===== src/rtl/imm_pkg.sv =====
// Shared types and constants of the int8 matrix multiply core.
package imm_pkg;

    localparam int CFG_IDX_W  = 2;
    localparam int CFG_DATA_W = 5;

    localparam logic [CFG_IDX_W-1:0] REG_ROWS_A    = 2'd0;
    localparam logic [CFG_IDX_W-1:0] REG_INNER_LEN = 2'd1;
    localparam logic [CFG_IDX_W-1:0] REG_COLS_B    = 2'd2;

    localparam logic [CFG_DATA_W-1:0] DIM_RESET = 5'd16;

    localparam logic [1:0] OP_LOAD_A  = 2'd0;
    localparam logic [1:0] OP_LOAD_B  = 2'd1;
    localparam logic [1:0] OP_COMPUTE = 2'd2;

    localparam int ELEM_W = 8;
    localparam int PROD_W = 16;
    localparam int ACC_W  = 32;

    typedef enum logic [1:0] {
        ST_IDLE,
        ST_ISSUE,
        ST_DRAIN,
        ST_EMIT
    } state_t;

    typedef struct packed {
        logic clear;
        logic in_valid;
    } mac_ctrl_t;

endpackage


===== src/rtl/imm_mac.sv =====
// Shared multiply-accumulate unit: one registered 8x8 product, then a 32-bit accumulate.
module imm_mac (
    input  logic                               clk,
    input  logic                               rst_n,
    input  imm_pkg::mac_ctrl_t                 ctrl,
    input  logic signed [imm_pkg::ELEM_W-1:0]  a,
    input  logic signed [imm_pkg::ELEM_W-1:0]  b,
    output logic                               pending,
    output logic        [imm_pkg::ACC_W-1:0]   acc
);
    import imm_pkg::*;

    logic signed [PROD_W-1:0] prod_reg;
    logic                     prod_vld_reg;
    logic        [ACC_W-1:0]  acc_reg;
    logic        [ACC_W-1:0]  acc_next;

    always_ff @(posedge clk or negedge rst_n)
    begin
        if (!rst_n)
        begin
            prod_vld_reg <= 1'b0;
        end
        else
        begin
            prod_vld_reg <= ctrl.in_valid;
        end
    end

    always_ff @(posedge clk)
    begin
        if (ctrl.in_valid)
        begin
            prod_reg <= a * b;
        end
        acc_reg <= acc_next;
    end

    // The sum wraps modulo 2^32, as two's complement addition does.
    always_comb
    begin
        acc_next = acc_reg;
        if (ctrl.clear)
        begin
            acc_next = '0;
        end
        else if (prod_vld_reg)
        begin
            acc_next = acc_reg + {{(ACC_W - PROD_W){prod_reg[PROD_W-1]}}, prod_reg};
        end
    end

    assign pending = prod_vld_reg;
    assign acc     = acc_reg;

endmodule


===== src/rtl/int8_matrix_multiply_core.sv =====
// Int8 matrix multiply core with 32-bit accumulation, C = A x B.
//
// Load requests (an A or a B element) give no response.
// A compute request for row r of C emits cols_b sums in column order, the last
// one with tlast set. Every sum is formed by a single shared multiply-accumulate
// unit that takes one product per cycle, fed from one read port on each
// element store. Each column issues inner_len reads, drains the MAC and then
// waits in the emit state while the output is stalled; the core takes no new
// request until the row is done. Loads and computes outside the configured
// sizes are dropped. Stores are not cleared at reset: reading an element that
// was never loaded gives an undefined sum. Sizes above MAX_DIM act as MAX_DIM.
module int8_matrix_multiply_core #(
    parameter int MAX_DIM = 16
) (
    input  logic                            clk,
    input  logic                            rst_n,
    input  logic                            s_tvalid,
    output logic                            s_tready,
    input  logic [15:0]                     s_tdata,   // row[3:0], col[7:4], element[15:8]
    input  logic [1:0]                      s_tuser,   // op[1:0]
    output logic                            m_tvalid,
    input  logic                            m_tready,
    output logic [39:0]                     m_tdata,   // out_row[3:0], out_col[7:4], product_sum[39:8]
    output logic                            m_tlast,
    input  logic                            cfg_we,
    input  logic [imm_pkg::CFG_IDX_W-1:0]   cfg_index,
    input  logic [imm_pkg::CFG_DATA_W-1:0]  cfg_data
);
    import imm_pkg::*;

    localparam int DEPTH = MAX_DIM * MAX_DIM;
    localparam int AW    = (DEPTH > 1) ? $clog2(DEPTH) : 1;
    localparam int CW    = $clog2(MAX_DIM + 1);
    localparam int DW    = (CW > CFG_DATA_W) ? CW : CFG_DATA_W;

    function automatic logic [DW-1:0] clamp_dim(input logic [CFG_DATA_W-1:0] v);
        if (int'(v) > MAX_DIM)
            return DW'(MAX_DIM);
        else
            return DW'(v);
    endfunction

    // Configuration.
    logic [CFG_DATA_W-1:0] rows_a_reg;
    logic [CFG_DATA_W-1:0] inner_len_reg;
    logic [CFG_DATA_W-1:0] cols_b_reg;
    logic [DW-1:0]         m_eff;
    logic [DW-1:0]         n_eff;
    logic [DW-1:0]         o_eff;

    always_ff @(posedge clk or negedge rst_n)
    begin
        if (!rst_n)
        begin
            rows_a_reg    <= DIM_RESET;
            inner_len_reg <= DIM_RESET;
            cols_b_reg    <= DIM_RESET;
        end
        else if (cfg_we)
        begin
            unique case (cfg_index)
                REG_ROWS_A:    rows_a_reg    <= cfg_data;
                REG_INNER_LEN: inner_len_reg <= cfg_data;
                REG_COLS_B:    cols_b_reg    <= cfg_data;
                default:       ;
            endcase
        end
    end

    assign m_eff = clamp_dim(rows_a_reg);
    assign n_eff = clamp_dim(inner_len_reg);
    assign o_eff = clamp_dim(cols_b_reg);

    // Request decode.
    logic [3:0]              in_row;
    logic [3:0]              in_col;
    logic signed [ELEM_W-1:0] in_elem;
    logic                    accept;
    logic                    load_a_ok;
    logic                    load_b_ok;
    logic                    start;
    logic [AW-1:0]           wr_addr;

    assign in_row  = s_tdata[3:0];
    assign in_col  = s_tdata[7:4];
    assign in_elem = s_tdata[15:8];
    assign accept  = s_tvalid && s_tready;

    assign load_a_ok = accept && (s_tuser == OP_LOAD_A)
                       && (DW'(in_row) < m_eff) && (DW'(in_col) < n_eff);
    assign load_b_ok = accept && (s_tuser == OP_LOAD_B)
                       && (DW'(in_row) < n_eff) && (DW'(in_col) < o_eff);
    // A row with no columns emits nothing, so it never leaves idle.
    assign start     = accept && (s_tuser == OP_COMPUTE)
                       && (DW'(in_row) < m_eff) && (o_eff != '0);
    assign wr_addr   = AW'(int'(in_row) * MAX_DIM + int'(in_col));

    // Sequencer state.
    state_t        state_reg;
    state_t        state_next;
    logic [3:0]    row_reg;
    logic [DW-1:0] j_reg;
    logic [DW-1:0] j_next;
    logic [DW-1:0] c_reg;
    logic [DW-1:0] c_next;
    logic          rd_vld_reg;
    logic          rd_en;
    logic          out_free;
    logic          last_col;
    logic          load_out;
    logic          next_col;
    mac_ctrl_t     mac_ctrl;
    logic          mac_pending;
    logic [ACC_W-1:0] mac_acc;

    // Element stores and their read ports.
    logic signed [ELEM_W-1:0] left_store_mem  [DEPTH];
    logic signed [ELEM_W-1:0] right_store_mem [DEPTH];
    logic signed [ELEM_W-1:0] left_q_reg;
    logic signed [ELEM_W-1:0] right_q_reg;
    logic [AW-1:0]            rd_a_addr;
    logic [AW-1:0]            rd_b_addr;

    assign rd_a_addr = AW'(int'(row_reg) * MAX_DIM + int'(j_reg));
    assign rd_b_addr = AW'(int'(j_reg) * MAX_DIM + int'(c_reg));

    always_ff @(posedge clk)
    begin
        if (load_a_ok)
        begin
            left_store_mem[wr_addr] <= in_elem;
        end
        if (rd_en)
        begin
            left_q_reg <= left_store_mem[rd_a_addr];
        end
    end

    always_ff @(posedge clk)
    begin
        if (load_b_ok)
        begin
            right_store_mem[wr_addr] <= in_elem;
        end
        if (rd_en)
        begin
            right_q_reg <= right_store_mem[rd_b_addr];
        end
    end

    // Output register.
    logic             m_tvalid_reg;
    logic [3:0]       out_row_reg;
    logic [3:0]       out_col_reg;
    logic [ACC_W-1:0] sum_reg;
    logic             last_reg;

    assign out_free = !m_tvalid_reg || m_tready;
    assign last_col = (DW'(c_reg + 1'b1) == o_eff);

    // Next state.
    always_comb
    begin
        state_next = state_reg;
        unique case (state_reg)
            ST_IDLE:
            begin
                if (start)
                    state_next = ST_ISSUE;
            end
            ST_ISSUE:
            begin
                if (j_reg == n_eff)
                    state_next = ST_DRAIN;
            end
            ST_DRAIN:
            begin
                if (!rd_vld_reg && !mac_pending)
                    state_next = ST_EMIT;
            end
            ST_EMIT:
            begin
                if (out_free)
                    state_next = last_col ? ST_IDLE : ST_ISSUE;
            end
            default: state_next = ST_IDLE;
        endcase
    end

    // Sequencer outputs.
    always_comb
    begin
        s_tready          = 1'b0;
        rd_en             = 1'b0;
        load_out          = 1'b0;
        next_col          = 1'b0;
        unique case (state_reg)
            ST_IDLE:  s_tready = 1'b1;
            ST_ISSUE: rd_en    = (j_reg != n_eff);
            ST_DRAIN: ;
            ST_EMIT:
            begin
                load_out = out_free;
                next_col = out_free && !last_col;
            end
            default: ;
        endcase
        mac_ctrl.clear    = start || next_col;
        mac_ctrl.in_valid = rd_vld_reg;
    end

    always_comb
    begin
        j_next = j_reg;
        c_next = c_reg;
        if (start)
        begin
            j_next = '0;
            c_next = '0;
        end
        else if (next_col)
        begin
            j_next = '0;
            c_next = c_reg + 1'b1;
        end
        else if (rd_en)
        begin
            j_next = j_reg + 1'b1;
        end
    end

    always_ff @(posedge clk or negedge rst_n)
    begin
        if (!rst_n)
        begin
            state_reg    <= ST_IDLE;
            j_reg        <= '0;
            c_reg        <= '0;
            rd_vld_reg   <= 1'b0;
            m_tvalid_reg <= 1'b0;
        end
        else
        begin
            state_reg  <= state_next;
            j_reg      <= j_next;
            c_reg      <= c_next;
            rd_vld_reg <= rd_en;
            if (load_out)
                m_tvalid_reg <= 1'b1;
            else if (m_tready)
                m_tvalid_reg <= 1'b0;
        end
    end

    always_ff @(posedge clk)
    begin
        if (start)
        begin
            row_reg <= in_row;
        end
        if (load_out)
        begin
            out_row_reg <= row_reg;
            out_col_reg <= c_reg[3:0];
            sum_reg     <= mac_acc;
            last_reg    <= last_col;
        end
    end

    imm_mac u_mac (
        .clk     (clk),
        .rst_n   (rst_n),
        .ctrl    (mac_ctrl),
        .a       (left_q_reg),
        .b       (right_q_reg),
        .pending (mac_pending),
        .acc     (mac_acc)
    );

    assign m_tvalid = m_tvalid_reg;
    assign m_tdata  = {sum_reg, out_col_reg, out_row_reg};
    assign m_tlast  = last_reg;

    // The MAC pipeline must be empty whenever new requests are taken.
    a_idle_pipe_empty: assert property (@(posedge clk) disable iff (!rst_n)
        (state_reg == ST_IDLE) |-> (!rd_vld_reg && !mac_pending))
        else $error("MAC pipeline busy while idle");

    a_emit_holds: assert property (@(posedge clk) disable iff (!rst_n)
        (state_reg == ST_EMIT && m_tvalid_reg && !m_tready) |=> (state_reg == ST_EMIT))
        else $error("sum left emit state while output register was stalled");

    a_inner_bound: assert property (@(posedge clk) disable iff (!rst_n)
        (state_reg == ST_ISSUE) |-> (j_reg <= n_eff))
        else $error("inner index ran past inner length");

    a_start_issue: assert property (@(posedge clk) disable iff (!rst_n)
        start |=> (state_reg == ST_ISSUE && j_reg == '0 && c_reg == '0))
        else $error("compute request did not start at column zero");

endmodule

===== config.mk =====
export PLATFORM = sky130hd
export DESIGN_NAME = int8_matrix_multiply_core
export DESIGN_NICKNAME = d
export VERILOG_FILES = /design/src/rtl/imm_pkg.sv /design/src/rtl/imm_mac.sv /design/src/rtl/int8_matrix_multiply_core.sv
export SDC_FILE = /design/constraint.sdc
export NUM_CORES = 2
export LEC_CHECK = 0
export BUFFER_PORTS_ARGS = -buffer_cell sky130_fd_sc_hd__buf_2
export CORE_ASPECT_RATIO = 0.75
export CORE_MARGIN = 3
export CORE_UTILIZATION = 35
export DETAILED_ROUTE_END_ITERATION = 12
export PLACE_DENSITY = 0.56
export SLEW_MARGIN = 20
export SYNTH_ARGS = -nofsm -noshare
export SYNTH_HDL_FRONTEND = slang
export SYNTH_SLANG_ARGS = --single-unit

===== constraint.sdc =====
create_clock -name clk -period 11.51 [get_ports clk]
set_input_delay 1.151 -clock clk [delete_from_list [all_inputs] [get_ports clk]]
set_output_delay 1.151 -clock clk [all_outputs]
set_load 0.005 [all_outputs]

==> metrics.txt <==
Netlist cell types 68; Post-Synth Simple-Gate Area 2.18%; Worst EP required 12160 ps; Final Hold Fails 0; remaining antenna violation count 0; Adder-Cell Fraction of Synth Area 1.29%; DRC Markers 0; Initial DRC Count 10.3k; starting density of the core 35.3%; RSZ-0062 raised after global routing false; post-synthesis mux area share 18.3%; CP max FO 97; H-tree levels 5; Post-synth EDFFs 4173; Final WS setup 5770 ps; Max Slew Vio Count 0; Slew headroom 15.9%; main combinational cell family by area after synthesis multiplexers; share of cells above drive strength 1 27.3%; post-synthesis sequential area ratio 75.9%; WL/cell 30.5 µm; post_cts resized 0; Static Leak 56.9 nW; first drt pass iteration count 7; Post-Place Setup Slack 5460 ps; Most used DFF post-synth edfxtp_1; Tcrit/Tclk final 49.9%; placed cell area 0.175 mm²; DRT Wirelength 433 mm; Syn. warnings 0; Reg clk slew, reported paths 70 ps; Max Cap Violations 0; Least-Margin Pin Slew 1260 ps; routed via count 78.5k; post-CTS setup repair buffer count 0; status completed; Overflow after GRT 0; Post-synth ARST share 0.708%; top flop regs left_store_mem: 2048 flops, right_store_mem: 2048 flops; syn_nets 7554; CTS tree yes; clk sink count 4235; Design Power 47.0 mW; max frequency 174 MHz; clk_skew 45.5 ps; most common cell after layout, fill and taps aside edfxtp_1; Syn Area/Cell 22.6 µm²; antenna violations before repair 28; Setup Total Neg Slack 0 ps; Total Routing Usage GR 17.5%; clk root buf clkbuf_16; largest net degree at the start of global routing 182; Synth-to-Final Area Change 12.7%; PortBufs 72; Hold WC Path Type in -> async; hold_buf cts 0; fin crit period 5740 ps; crit path DAT 6390 ps; num rows 218; Die Ht 604 µm; clk_lat worst skew 940 ps; Routability Congestion 0.814; type of element capturing the critical path flop; io pins 73; Max clock buf depth 4; Cells after Synth 7386; Pwr Density 250 mW/mm²; drt via density 5.54; final cell count without fillers 14.2k; fin area 0.188 mm²; post-synthesis compound-gate area fraction 0.776%; Post-Syn Area 0.167 mm²; core area 0.473 mm²; Worst Setup Path Type reg -> reg; Hold Slack 317 ps; Cells after DPL 13.4k; Setup Viol. Count Final 0; Setup crit start kind flop; worst vdd ir 0.000857 V; Die Area 0.485 mm²; total CTS buffers 393; first-pass GRT wire length 616 mm; detailed placement HPWL 256 mm; most frequent cells in the layout edfxtp_1, mux4_2, nor2_1; die width 803 µm; vias in the first global route 78.4k; Synth Area in XOR/XNOR 0.328%; final net count 7738; synthesis-stage register bit count 4235; Final Core Density 39.8%
==> logic make-up after synthesis <==
family,count (synthesis)
adder cells (fa/ha/maj),138
AND/OR/NAND/NOR,872
AO/OA/AOI/OAI,193
flip-flops,4235
multiplexers,1394
XOR/XNOR,61
buffers and inverters,493
==> routing by layer <==
layer  vias to the layer above  global-route usage [%]  wire, µm
li1                      31400                       -         -
met1                     42800                    27.1    192000
met2                      3820                    25.3    190000
met3                       510                    4.18     42500
met4                         2                    3.58      8770
met5                         -                       0        12
==> report_power, final <==
group / switching, mW / internal, mW / total [mW]
clock: 5.76 / 7.65 / 13.4
combinational: 8.48 / 7.06 / 15.5
sequential: 0.509 / 17.5 / 18.0
total: 14.7 / 32.2 / 47.0
==> cell type report <==
cell class	count	area [µm²]
repair buffers	190	1560
clock inverters	244	2690
fillers	41100	285000
flip-flops and latches	4235	127000
clock buffers	471	10400
multi-input cells	2658	38400
diodes	19	47.5
inverters	92	345
well taps	6270	7850
==> cell usage after synthesis, drive strengths merged, types with 3 or more instances <==
cell type	count	area [µm²]
dfstp	3	78.8
nor2b	12	75.1
nand2	120	450
dfrtp	27	676
a31oi	10	62.6
dfxtp	32	641
nand3	17	85.1
a21oi	45	225
a21o	22	165
nor2	609	2290
a211oi	7	57.6
nor3	12	60.1
buf	182	857
and2	41	257
clkbuf	219	822
o21ai	30	150
mux4	1326	29900
o2111ai	4	35.0
nand4	9	56.3
xor2	26	228
ha	82	1030
a22o	3	26.3
mux2	16	180
a221o	3	30.0
o21bai	4	30.0
mux2i	52	521
inv	91	342
xnor2	34	298
nand2b	22	138
a21boi	4	30.0
a22oi	29	218
nand3b	3	22.5
fa	56	1120
nor3b	6	50.1
edfxtp	4173	125000
and3	8	50.1
o211ai	14	105
==> final timing paths <==
kind	end	slack, ps	startpoint	cells after the start
hold / removal	cols_b_reg[2]	320	rst_n	1
min in group clk	sum_reg[29]	470	u_mac.acc[29]	0
max in group asynchronous	c_reg[0]	10500	rst_n	1
hold reg to reg	sum_reg[29]	470	u_mac.acc[29]	0
setup reg to reg	left_q_reg[0]	5770	j_reg[0]	7
setup / recovery	left_q_reg[0]	5770	j_reg[0]	7
==> critical path: stages, from the launching register on <==
cell,delay [ps]
dfrtp_4,930
buf_12,610
buf_4,770
mux4_2,630
mux4_2,550
mux4_2,610
a22oi_1,890
nand2_1,130
(Power assumes the default switching activity.)
